[src/sv/zcdp_pkg.sv]
// ----------------------------------------------------------------------------
// ZIP central directory parser package
// Shared result type, record layout offsets, result kinds and error codes.
// ----------------------------------------------------------------------------
package zcdp_pkg;

   // Longest name prefix passed on is NameMax-1 bytes.
   localparam int NameMax = 256;
   localparam logic [15:0] NameKeepMax = 16'(NameMax - 1);

   // Fixed part of one central directory record.
   localparam logic [31:0] CdSignature = 32'h0201_4b50;
   localparam logic [32:0] FixedLen    = 33'd46;

   // Byte positions inside a record (last byte of most fields; PosFirst, PosFlags and PosNameStart mark first bytes).
   localparam logic [17:0] PosFirst     = 18'd0;
   localparam logic [17:0] PosSigEnd    = 18'd3;
   localparam logic [17:0] PosFlags     = 18'd8;
   localparam logic [17:0] PosMethodEnd = 18'd11;
   localparam logic [17:0] PosCrcEnd    = 18'd19;
   localparam logic [17:0] PosPackEnd   = 18'd23;
   localparam logic [17:0] PosPlainEnd  = 18'd27;
   localparam logic [17:0] PosNameLen   = 18'd29;
   localparam logic [17:0] PosExtraLen  = 18'd31;
   localparam logic [17:0] PosCommLen   = 18'd33;
   localparam logic [17:0] PosFixedLast = 18'd45;
   localparam logic [17:0] PosNameStart = 18'd46;
   // Largest record position: 46 fixed bytes plus three full lengths, minus one.
   localparam logic [17:0] PosMax       = 18'd196650;

   // Result kinds.
   localparam logic [1:0] KindName  = 2'd0;
   localparam logic [1:0] KindEntry = 2'd1;
   localparam logic [1:0] KindError = 2'd2;

   // Error codes.
   localparam logic [1:0] ErrHeaderPastEnd = 2'd0;
   localparam logic [1:0] ErrBadSignature  = 2'd1;
   localparam logic [1:0] ErrEncrypted     = 2'd2;
   localparam logic [1:0] ErrRecordPastEnd = 2'd3;

   // Configuration register indexes.
   localparam logic CsrDirSize = 1'b0;
   localparam logic CsrEntries = 1'b1;

   // Output queue.
   localparam int QueueDepth = 4;
   localparam int QueuePtrW  = $clog2(QueueDepth);
   localparam int QueueCntW  = $clog2(QueueDepth + 1);

   typedef struct packed {
      logic [1:0]  kind;
      logic [7:0]  name_char;
      logic [15:0] entry_number;
      logic [15:0] comp_method;
      logic [31:0] data_crc;
      logic [31:0] packed_size;
      logic [31:0] plain_size;
      logic [31:0] header_offset;
      logic [15:0] full_name_length;
      logic [1:0]  error_code;
      logic        final_entry;
      logic        run_last;
   } result_type;

   // Results produced for one accepted byte.
   typedef struct packed {
      logic [1:0] count;
      result_type first;
      result_type second;
   } push_type;

endpackage

[src/sv/zip_central_directory_parser.sv]
// ----------------------------------------------------------------------------
// ZIP central directory parser
// Parses central directory records byte by byte into name bytes, entry
// records and a sticky error word.
// ----------------------------------------------------------------------------
// The block takes one directory byte per clock cycle while req_tready is
// high. Each byte is decoded in the cycle it is accepted and its results
// go into a four-word output queue read by the result side. A byte gives
// at most two words (the last name byte of a record that also ends the
// record), and the input is ready whenever two queue slots are free; with
// the result side always ready the sustained rate is one byte per cycle.
// Program directory_size and entries_expected while the block is idle; a
// zero in either makes the block ignore every byte.
module zip_central_directory_parser (
   input  logic         clock,
   input  logic         reset,
   // Configuration write channel.
   input  logic         csr_valid,
   output logic         csr_ready,
   input  logic         csr_index,
   input  logic [31:0]  csr_data,
   // Directory byte stream.
   input  logic         req_tvalid,
   output logic         req_tready,
   input  logic [7:0]   req_tdata,    // dir_byte
   // Result stream.
   output logic         rsp_tvalid,
   input  logic         rsp_tready,
   // name_char[7:0], entry_number[23:8], comp_method[39:24], data_crc[71:40],
   // packed_size[103:72], plain_size[135:104], header_offset[167:136],
   // full_name_length[183:168], error_code[185:184], final_entry[186], zeros
   output logic [191:0] rsp_tdata,
   output logic [1:0]   rsp_tuser,    // kind
   output logic         rsp_tlast     // run_last
);
   import zcdp_pkg::*;

   // Configuration registers.
   logic [31:0] dir_size_ff;
   logic [15:0] entries_exp_ff;

   // Parse state.
   logic [17:0] rec_pos_ff,     rec_pos_in;
   logic [31:0] cursor_ff,      cursor_in;
   logic [15:0] done_ff,        done_in;
   logic [31:0] shift_ff,       shift_in;
   logic [15:0] method_ff,      method_in;
   logic [31:0] crc_ff,         crc_in;
   logic [31:0] packed_ff,      packed_in;
   logic [31:0] plain_ff,       plain_in;
   logic [15:0] name_len_ff,    name_len_in;
   logic [15:0] extra_len_ff,   extra_len_in;
   logic [15:0] comm_len_ff,    comm_len_in;
   logic [31:0] offset_ff,      offset_in;
   logic        halted_ff,      halted_in;
   // Running end offset of the current record, and its last byte position.
   logic [32:0] span_ff,        span_in;
   logic [17:0] rec_last_ff,    rec_last_in;

   logic        accept;
   logic        active;
   logic [31:0] shift_new;
   logic [32:0] span_full;
   logic        fail;
   logic [1:0]  fail_code;
   logic [15:0] keep;
   logic        name_hit;
   logic        rec_done;
   result_type  name_word;
   result_type  entry_word;
   result_type  error_word;
   push_type    push;
   logic        room_two;
   result_type  head;

   assign csr_ready  = 1'b1;
   assign req_tready = room_two;
   assign accept     = req_tvalid && req_tready;
   assign active     = !halted_ff && (dir_size_ff != '0) && (entries_exp_ff != '0)
                       && (done_ff < entries_exp_ff);
   assign shift_new  = {req_tdata, shift_ff[31:8]};
   assign span_full  = span_ff + {17'd0, shift_new[31:16]};
   assign keep       = (name_len_ff > NameKeepMax) ? NameKeepMax : name_len_ff;

   // Configuration writes; unknown indexes do not exist on a one-bit index.
   always_ff @(posedge clock) begin
      if (reset) begin
         dir_size_ff    <= '0;
         entries_exp_ff <= '0;
      end else if (csr_valid && csr_ready) begin
         unique case (csr_index)
            CsrDirSize: dir_size_ff    <= csr_data;
            CsrEntries: entries_exp_ff <= csr_data[15:0];
            default:    ;
         endcase
      end
   end

   // Field capture and record checks for the accepted byte.
   always_comb begin
      rec_pos_in   = rec_pos_ff;
      cursor_in    = cursor_ff;
      done_in      = done_ff;
      shift_in     = shift_ff;
      method_in    = method_ff;
      crc_in       = crc_ff;
      packed_in    = packed_ff;
      plain_in     = plain_ff;
      name_len_in  = name_len_ff;
      extra_len_in = extra_len_ff;
      comm_len_in  = comm_len_ff;
      offset_in    = offset_ff;
      halted_in    = halted_ff;
      span_in      = span_ff;
      rec_last_in  = rec_last_ff;
      fail         = 1'b0;
      fail_code    = ErrHeaderPastEnd;
      name_hit     = 1'b0;
      rec_done     = 1'b0;
      push         = '0;

      if (accept && active) begin
         if (rec_pos_ff == PosFirst &&
             ({1'b0, cursor_ff} + FixedLen) > {1'b0, dir_size_ff}) begin
            fail      = 1'b1;
            fail_code = ErrHeaderPastEnd;
         end else begin
            shift_in = shift_new;
            case (rec_pos_ff)
               PosFirst: span_in = {1'b0, cursor_ff} + FixedLen;
               PosSigEnd: begin
                  if (shift_new != CdSignature) begin
                     fail      = 1'b1;
                     fail_code = ErrBadSignature;
                  end
               end
               PosFlags: begin
                  if (req_tdata[0]) begin
                     fail      = 1'b1;
                     fail_code = ErrEncrypted;
                  end
               end
               PosMethodEnd: method_in = shift_new[31:16];
               PosCrcEnd:    crc_in    = shift_new;
               PosPackEnd:   packed_in = shift_new;
               PosPlainEnd:  plain_in  = shift_new;
               PosNameLen: begin
                  name_len_in = shift_new[31:16];
                  span_in     = span_ff + {17'd0, shift_new[31:16]};
               end
               PosExtraLen: begin
                  extra_len_in = shift_new[31:16];
                  span_in      = span_ff + {17'd0, shift_new[31:16]};
               end
               PosCommLen: begin
                  comm_len_in = shift_new[31:16];
                  rec_last_in = PosFixedLast + {2'd0, name_len_ff}
                                + {2'd0, extra_len_ff} + {2'd0, shift_new[31:16]};
                  if (span_full > {1'b0, dir_size_ff}) begin
                     fail      = 1'b1;
                     fail_code = ErrRecordPastEnd;
                  end else begin
                     span_in = span_full;
                  end
               end
               PosFixedLast: offset_in = shift_new;
               default: ;
            endcase
         end

         if (fail) begin
            halted_in = 1'b1;
         end else begin
            name_hit = (rec_pos_ff >= PosNameStart) &&
                       ((rec_pos_ff - PosNameStart) < {2'd0, keep});
            rec_done = (rec_pos_ff >= PosFixedLast) && (rec_pos_ff == rec_last_ff);
            if (rec_done) begin
               done_in    = done_ff + 16'd1;
               cursor_in  = span_ff[31:0];
               rec_pos_in = '0;
            end else begin
               rec_pos_in = rec_pos_ff + 18'd1;
            end
         end
      end

      // Result words.
      error_word              = '0;
      error_word.kind         = KindError;
      error_word.entry_number = done_ff;
      error_word.error_code   = fail_code;
      error_word.run_last     = 1'b1;

      name_word              = '0;
      name_word.kind         = KindName;
      name_word.name_char    = req_tdata;
      name_word.entry_number = done_ff;
      name_word.run_last     = !rec_done;

      entry_word                  = '0;
      entry_word.kind             = KindEntry;
      entry_word.entry_number     = done_ff;
      entry_word.comp_method      = method_ff;
      entry_word.data_crc         = crc_ff;
      entry_word.packed_size      = packed_ff;
      entry_word.plain_size       = plain_ff;
      entry_word.header_offset    = offset_in;
      entry_word.full_name_length = name_len_ff;
      entry_word.final_entry      = ((done_ff + 16'd1) == entries_exp_ff);
      entry_word.run_last         = 1'b1;

      if (fail) begin
         push.count = 2'd1;
         push.first = error_word;
      end else if (name_hit && rec_done) begin
         push.count  = 2'd2;
         push.first  = name_word;
         push.second = entry_word;
      end else if (name_hit) begin
         push.count = 2'd1;
         push.first = name_word;
      end else if (rec_done) begin
         push.count = 2'd1;
         push.first = entry_word;
      end
   end

   always_ff @(posedge clock) begin
      if (reset) begin
         rec_pos_ff   <= '0;
         cursor_ff    <= '0;
         done_ff      <= '0;
         shift_ff     <= '0;
         method_ff    <= '0;
         crc_ff       <= '0;
         packed_ff    <= '0;
         plain_ff     <= '0;
         name_len_ff  <= '0;
         extra_len_ff <= '0;
         comm_len_ff  <= '0;
         offset_ff    <= '0;
         halted_ff    <= 1'b0;
         span_ff      <= '0;
         rec_last_ff  <= '0;
      end else begin
         rec_pos_ff   <= rec_pos_in;
         cursor_ff    <= cursor_in;
         done_ff      <= done_in;
         shift_ff     <= shift_in;
         method_ff    <= method_in;
         crc_ff       <= crc_in;
         packed_ff    <= packed_in;
         plain_ff     <= plain_in;
         name_len_ff  <= name_len_in;
         extra_len_ff <= extra_len_in;
         comm_len_ff  <= comm_len_in;
         offset_ff    <= offset_in;
         halted_ff    <= halted_in;
         span_ff      <= span_in;
         rec_last_ff  <= rec_last_in;
      end
   end

   // Output queue.
   zcdp_result_queue u_queue (
      .clock      (clock),
      .reset      (reset),
      .push       (push),
      .room_two   (room_two),
      .head       (head),
      .head_valid (rsp_tvalid),
      .head_taken (rsp_tready)
   );

   assign rsp_tuser = head.kind;
   assign rsp_tlast = head.run_last;
   assign rsp_tdata = {5'd0, head.final_entry, head.error_code, head.full_name_length,
                       head.header_offset, head.plain_size, head.packed_size,
                       head.data_crc, head.comp_method, head.entry_number,
                       head.name_char};

   // An error word halts parsing from the next cycle on.
   assert property (@(posedge clock) disable iff (reset)
      (push.count != 2'd0 && push.first.kind == KindError) |=> halted_ff)
      else $error("error word without halt");

   // Nothing is produced once halted.
   assert property (@(posedge clock) disable iff (reset)
      halted_ff |-> (push.count == 2'd0))
      else $error("result after halt");

   // Two words from one byte are always a name byte followed by an entry.
   assert property (@(posedge clock) disable iff (reset)
      (push.count == 2'd2) |->
         (push.first.kind == KindName && push.second.kind == KindEntry))
      else $error("bad word pair");

   // The position within a record stays inside the largest record.
   assert property (@(posedge clock) disable iff (reset)
      rec_pos_ff <= PosMax)
      else $error("record position out of range");

endmodule

[src/sv/zcdp_result_queue.sv]
// ----------------------------------------------------------------------------
// Result queue
// Small register queue that takes up to two result words per cycle and
// hands out one word per cycle while the result side is ready.
// ----------------------------------------------------------------------------
module zcdp_result_queue (
   input  logic                clock,
   input  logic                reset,
   input  zcdp_pkg::push_type  push,
   output logic                room_two,
   output zcdp_pkg::result_type head,
   output logic                head_valid,
   input  logic                head_taken
);
   import zcdp_pkg::*;

   result_type              slot_ff [QueueDepth];
   logic [QueuePtrW-1:0]    wr_ptr_ff, wr_ptr_in;
   logic [QueuePtrW-1:0]    rd_ptr_ff, rd_ptr_in;
   logic [QueueCntW-1:0]    count_ff, count_in;
   logic                    pop;
   logic [QueuePtrW-1:0]    wr_ptr_next;

   assign pop         = head_valid && head_taken;
   assign head_valid  = (count_ff != '0);
   assign head        = slot_ff[rd_ptr_ff];
   assign room_two    = (count_ff <= QueueCntW'(QueueDepth - 2));
   assign wr_ptr_next = wr_ptr_ff + QueuePtrW'(1);

   // Pointer and fill count update.
   always_comb begin
      wr_ptr_in = wr_ptr_ff + QueuePtrW'(push.count);
      rd_ptr_in = pop ? rd_ptr_ff + QueuePtrW'(1) : rd_ptr_ff;
      count_in  = count_ff + QueueCntW'(push.count) - QueueCntW'(pop);
   end

   always_ff @(posedge clock) begin
      if (reset) begin
         wr_ptr_ff <= '0;
         rd_ptr_ff <= '0;
         count_ff  <= '0;
      end else begin
         wr_ptr_ff <= wr_ptr_in;
         rd_ptr_ff <= rd_ptr_in;
         count_ff  <= count_in;
      end
   end

   // Storage: first word at the write pointer, second one after it.
   always_ff @(posedge clock) begin
      if (push.count != 2'd0) begin
         slot_ff[wr_ptr_ff] <= push.first;
      end
      if (push.count == 2'd2) begin
         slot_ff[wr_ptr_next] <= push.second;
      end
   end

   // The fill count never passes the depth.
   assert property (@(posedge clock) disable iff (reset)
      count_ff <= QueueCntW'(QueueDepth))
      else $error("result queue overflow");

   // Words are pushed only when two slots are free.
   assert property (@(posedge clock) disable iff (reset)
      (push.count != 2'd0) |-> room_two)
      else $error("push into full result queue");

endmodule

[config.mk]
export PLATFORM = sky130hd
export DESIGN_NAME = zip_central_directory_parser
export DESIGN_NICKNAME = d
export VERILOG_FILES = /design/src/sv/zcdp_pkg.sv /design/src/sv/zip_central_directory_parser.sv /design/src/sv/zcdp_result_queue.sv
export SDC_FILE = /design/constraint.sdc
export NUM_CORES = 2
export LEC_CHECK = 0
export ABC_AREA = 1
export BUFFER_PORTS_ARGS = -buffer_cell sky130_fd_sc_hd__buf_2
export CORE_ASPECT_RATIO = 0.9
export CORE_UTILIZATION = 25
export DETAILED_ROUTE_END_ITERATION = 6
export GPL_TIMING_DRIVEN = 0
export HOLD_SLACK_MARGIN = 0.1
export PLACE_DENSITY_LB_ADDON = 0.15
export SLEW_MARGIN = 10
export SYNTH_ARGS = -nofsm -noshare
export SYNTH_HDL_FRONTEND = slang
export SYNTH_SLANG_ARGS = --single-unit
[constraint.sdc]
create_clock -name clock -period 18.7 [get_ports clock]
set_input_delay 2.805 -clock clock [delete_from_list [all_inputs] [get_ports clock]]
set_output_delay 2.805 -clock clock [all_outputs]
set_load 0.03 [all_outputs]
==> reports/metrics.json <==
{
  "worst_setup_path": {
    "reg2reg_to": "u_queue.slot_ff[2][85]",
    "crit_end": "u_queue.slot_ff[2][85]",
    "r2r_setup_slk_ps": 8130,
    "critical_path_required_ps": 19250,
    "critPathSlowestCell": "sky130_fd_sc_hd__clkbuf_1",
    "reg2regPathDepth": 34,
    "critPathMaxFanout": 11,
    "critPathLaunchType": "primary input",
    "arrival_ps": 12230,
    "endpoint_kind": "flop",
    "crit_top_cell": "sky130_fd_sc_hd__nand2_1",
    "cp-startpoint": "req_tdata[2]",
    "reg2reg_from": "shift_ff[28]",
    "timing_worst_setup_path_type": "in2reg",
    "worst_path_max_stage_delay_ps": 1000
  },
  "timing": {
    "final_hold_viol_count": 0,
    "final_period_minus_worst_setup_slack_ps": 11680,
    "worst_slew_pin_slew_ps": 1380,
    "rsz0062_at_grt": "false",
    "tightest_slew_margin_relative_to_the_limit_pct": 8.02,
    "setup_viol": 0,
    "timing.clock.skew_ps": 106,
    "finalCritPeriodShare_pct": 62.5,
    "setup_tns_ps": 0,
    "maxClockFrequency_mhz": 85.6,
    "final_max_slew_viol_count": 0
  },
  "logic_synthesis": {
    "syn-mean-instance-area_sq_um": 8.54,
    "seq_area_frac_synth_pct": 48.5,
    "synth_edf_count": 716,
    "synthesis.area_sq_mm": 0.0616,
    "synth.lib_cells_used.distinct": 67,
    "most_frequent_cell_after_synthesis": "sky130_fd_sc_hd__o21ai_0",
    "primary_ff_master_synth": "sky130_fd_sc_hd__edfxtp_1",
    "post_synth_most_frequent_cells": "sky130_fd_sc_hd__o21ai_0 (1219), sky130_fd_sc_hd__nand3_1 (798), sky130_fd_sc_hd__nand2_1 (771)",
    "netlist_top_cells_area": "sky130_fd_sc_hd__edfxtp_1 (35%), sky130_fd_sc_hd__dfxtp_1 (14%), sky130_fd_sc_hd__o21ai_0 (9.9%), sky130_fd_sc_hd__nand3_1 (6.5%), sky130_fd_sc_hd__nand2_1 (4.7%)",
    "asyncSetResetFlopFracSynth_pct": 0,
    "yosysWarnings": 0,
    "synthDominantCellAreaShare_pct": 34.9,
    "synthCells": 7215,
    "netlist.top_cell.by_area": "sky130_fd_sc_hd__edfxtp_1",
    "postSynthRegisterBits": 1135
  },
  "floorplan": {
    "fp.dieH_um": 473,
    "rows": 172,
    "core-area_sq_mm": 0.244,
    "dieWidth_um": 525,
    "die_area_sq_mm": 0.248,
    "start_util_pct": 25.2,
    "floorplan.io_pins": 244
  },
  "grt": {
    "gr-usage-all-layers_pct": 22.1,
    "grt.overflow.total": 0,
    "grt_first_pass_wirelength_mm": 400,
    "antenna_found_initial": 42,
    "via_count_of_the_first_global_routing_pass": 54025,
    "grt_start_max_net_pins": 46
  },
  "route": {
    "detail_route.wl_per_cell_um": 26.0,
    "wl_mm": 285,
    "route.vias.total": 57231,
    "drt.antenna.violating_nets": 0,
    "starting_drt_drc_count": 7545,
    "route.detailed.vias_per_inst": 5.22,
    "first_pass_iters": 7,
    "post-route-drc-count": 5
  },
  "cts": {
    "post_cts_hold_buffer_count": 0,
    "cts_resized": 0,
    "tritoncts_num_sinks": 1135,
    "post_cts.repair.setup_buffers": 0,
    "clock_insertion_delay_worst_skew_ps": 860,
    "cts_tree": "built",
    "cts_root_buffer": "sky130_fd_sc_hd__clkbuf_16",
    "cts-root-to-sink-buffers": 4,
    "post_cts_clock_slew_at_the_launch_and_capture_registers_of_the_worst_setup_and_hold_paths_ps": 60,
    "numCtsBuffers": 146,
    "cts-htree-levels": 4
  },
  "power_and_ir_drop": {
    "power.density_mw_per_mm2": 107,
    "vdd_drop_max_v": 0.0000869,
    "total_leakage_power_nw": 25.0
  },
  "layout": {
    "post-route-util_pct": 29.5,
    "synthToLayoutAreaGrowth_pct": 17.0,
    "post_route_cells_drive_above_1_share_pct": 11.3,
    "fin_nets": 7853
  },
  "hold_path": {
    "min_path_type": "reg2reg"
  },
  "placement": {
    "placement.io_buffers": 237,
    "detailed_place_hpwl_mm": 208,
    "routabilityCongestion": 0.915
  },
  "outcome": {
    "violations": "DRC",
    "run_status": "finished, violations left"
  },
  "run": {
    "cap_viol_max_count": 0
  }
}
-- worst min path at each step --
stage	startpoint	endpoint	cells past startpoint
detailed placement	u_queue.slot_ff[1][181]	u_queue.slot_ff[1][181]	2
global placement	extra_len_ff[0]	extra_len_ff[0]	2
finish	u_queue.slot_ff[2][182]	u_queue.slot_ff[2][182]	2
global route	u_queue.slot_ff[1][180]	u_queue.slot_ff[1][180]	2
floorplan	extra_len_ff[0]	extra_len_ff[0]	2
CTS	u_queue.slot_ff[2][187]	u_queue.slot_ff[2][187]	2
-- worst max-delay path, delay by kind of cell --
kind	cells	cell delay [ps]
xor gates and xnor gates	1	420
and+or+nand+nor	13	1900
adders and majority gates	3	900
buffers and inverters	10	4160
AOI/OAI and AO/OA	6	1980
-- layer usage --
| layer | wire, um | global-route usage [%] | vias up |
|---|---|---|---|
| met1 | 125000 | 30.7 | 27712 |
| met4 | 10900 | 7.88 | 10 |
| met3 | 24200 | 3.89 | 462 |
| met2 | 125000 | 34.4 | 2717 |
| met5 | 57 | 0 | - |
| li1 | - | - | 26330 |
-- logic make-up after synthesis --
| kind of cell | count (synthesis) | synth area share [%] |
|---|---|---|
| other cells | 2 | 0.0122 |
| xor+xnor | 113 | 1.62 |
| flops | 1135 | 48.5 |
| buf+inv | 1097 | 7.53 |
| mux | 2 | 0.0325 |
| compound gates | 2139 | 18.2 |
| simple gates | 2552 | 20.3 |
| fa+ha+maj | 175 | 3.77 |
-- area by class of cell --
type	count	area, sq um
multi-input cells	4995	27100
plain buffers	577	2710
clock inverters	65	658
well taps	3219	4030
diodes	6	15.0
repair buffers	257	1670
fillers	25995	172000
clock buffers	188	3970
flip-flops and latches	1135	29900
inverters	520	1950
-- through the flow --
step | power [mW] | instances | hold WS, ps | worst slack (ps) | instance area, sq um
final | 7.69 | 10962 | 466 | 7020 | 72000
after global routing | 7.96 | 10956 | 479 | 6480 | 72000
after CTS | 7.74 | 10956 | 463 | 7120 | 72000
after detailed placement | 4.91 | 10703 | 454 | 6260 | 67400
after global placement | 4.91 | 10683 | 444 | -1250 | 66800
after floorplan | 3.95 | 7227 | 428 | 7020 | 61600
-- placed cells by master, fill, tap and decap left out, drive strengths merged, types with 391 or more instances in the layout --
cell type  netlist  final
buf            250    507
a21oi          391    391
nand2          780    780
edfxtp         716    716
o21ai         1478   1478
inv            516    521
dfxtp          419    419
nand3          811    811
clkbuf         327    515
nor2           652    652
-- power by group --
part	leakage (nW)	internal, mW	total, mW	switching, mW
Combinational	11.9	0.468	2.07	1.61
Clock	2.27	1.66	2.84	1.18
Sequential	10.9	2.68	2.78	0.0933
-- state kept, by name, indices dropped and copies added (netlist names), 3 cells and up, named ones only --
register and count:
extra_len_ff 16, dir_size_ff 32, name_len_ff 16, plain_ff 32, u_queue.count_ff 3, cursor_ff 32
method_ff 16, rec_last_ff 18, rec_pos_ff 18, done_ff 16, offset_ff 32, crc_ff 32
shift_ff 24, entries_exp_ff 16, packed_ff 32, span_ff 33, u_queue.slot_ff 760
No activity file was read; power rests on OpenSTA's default activity.
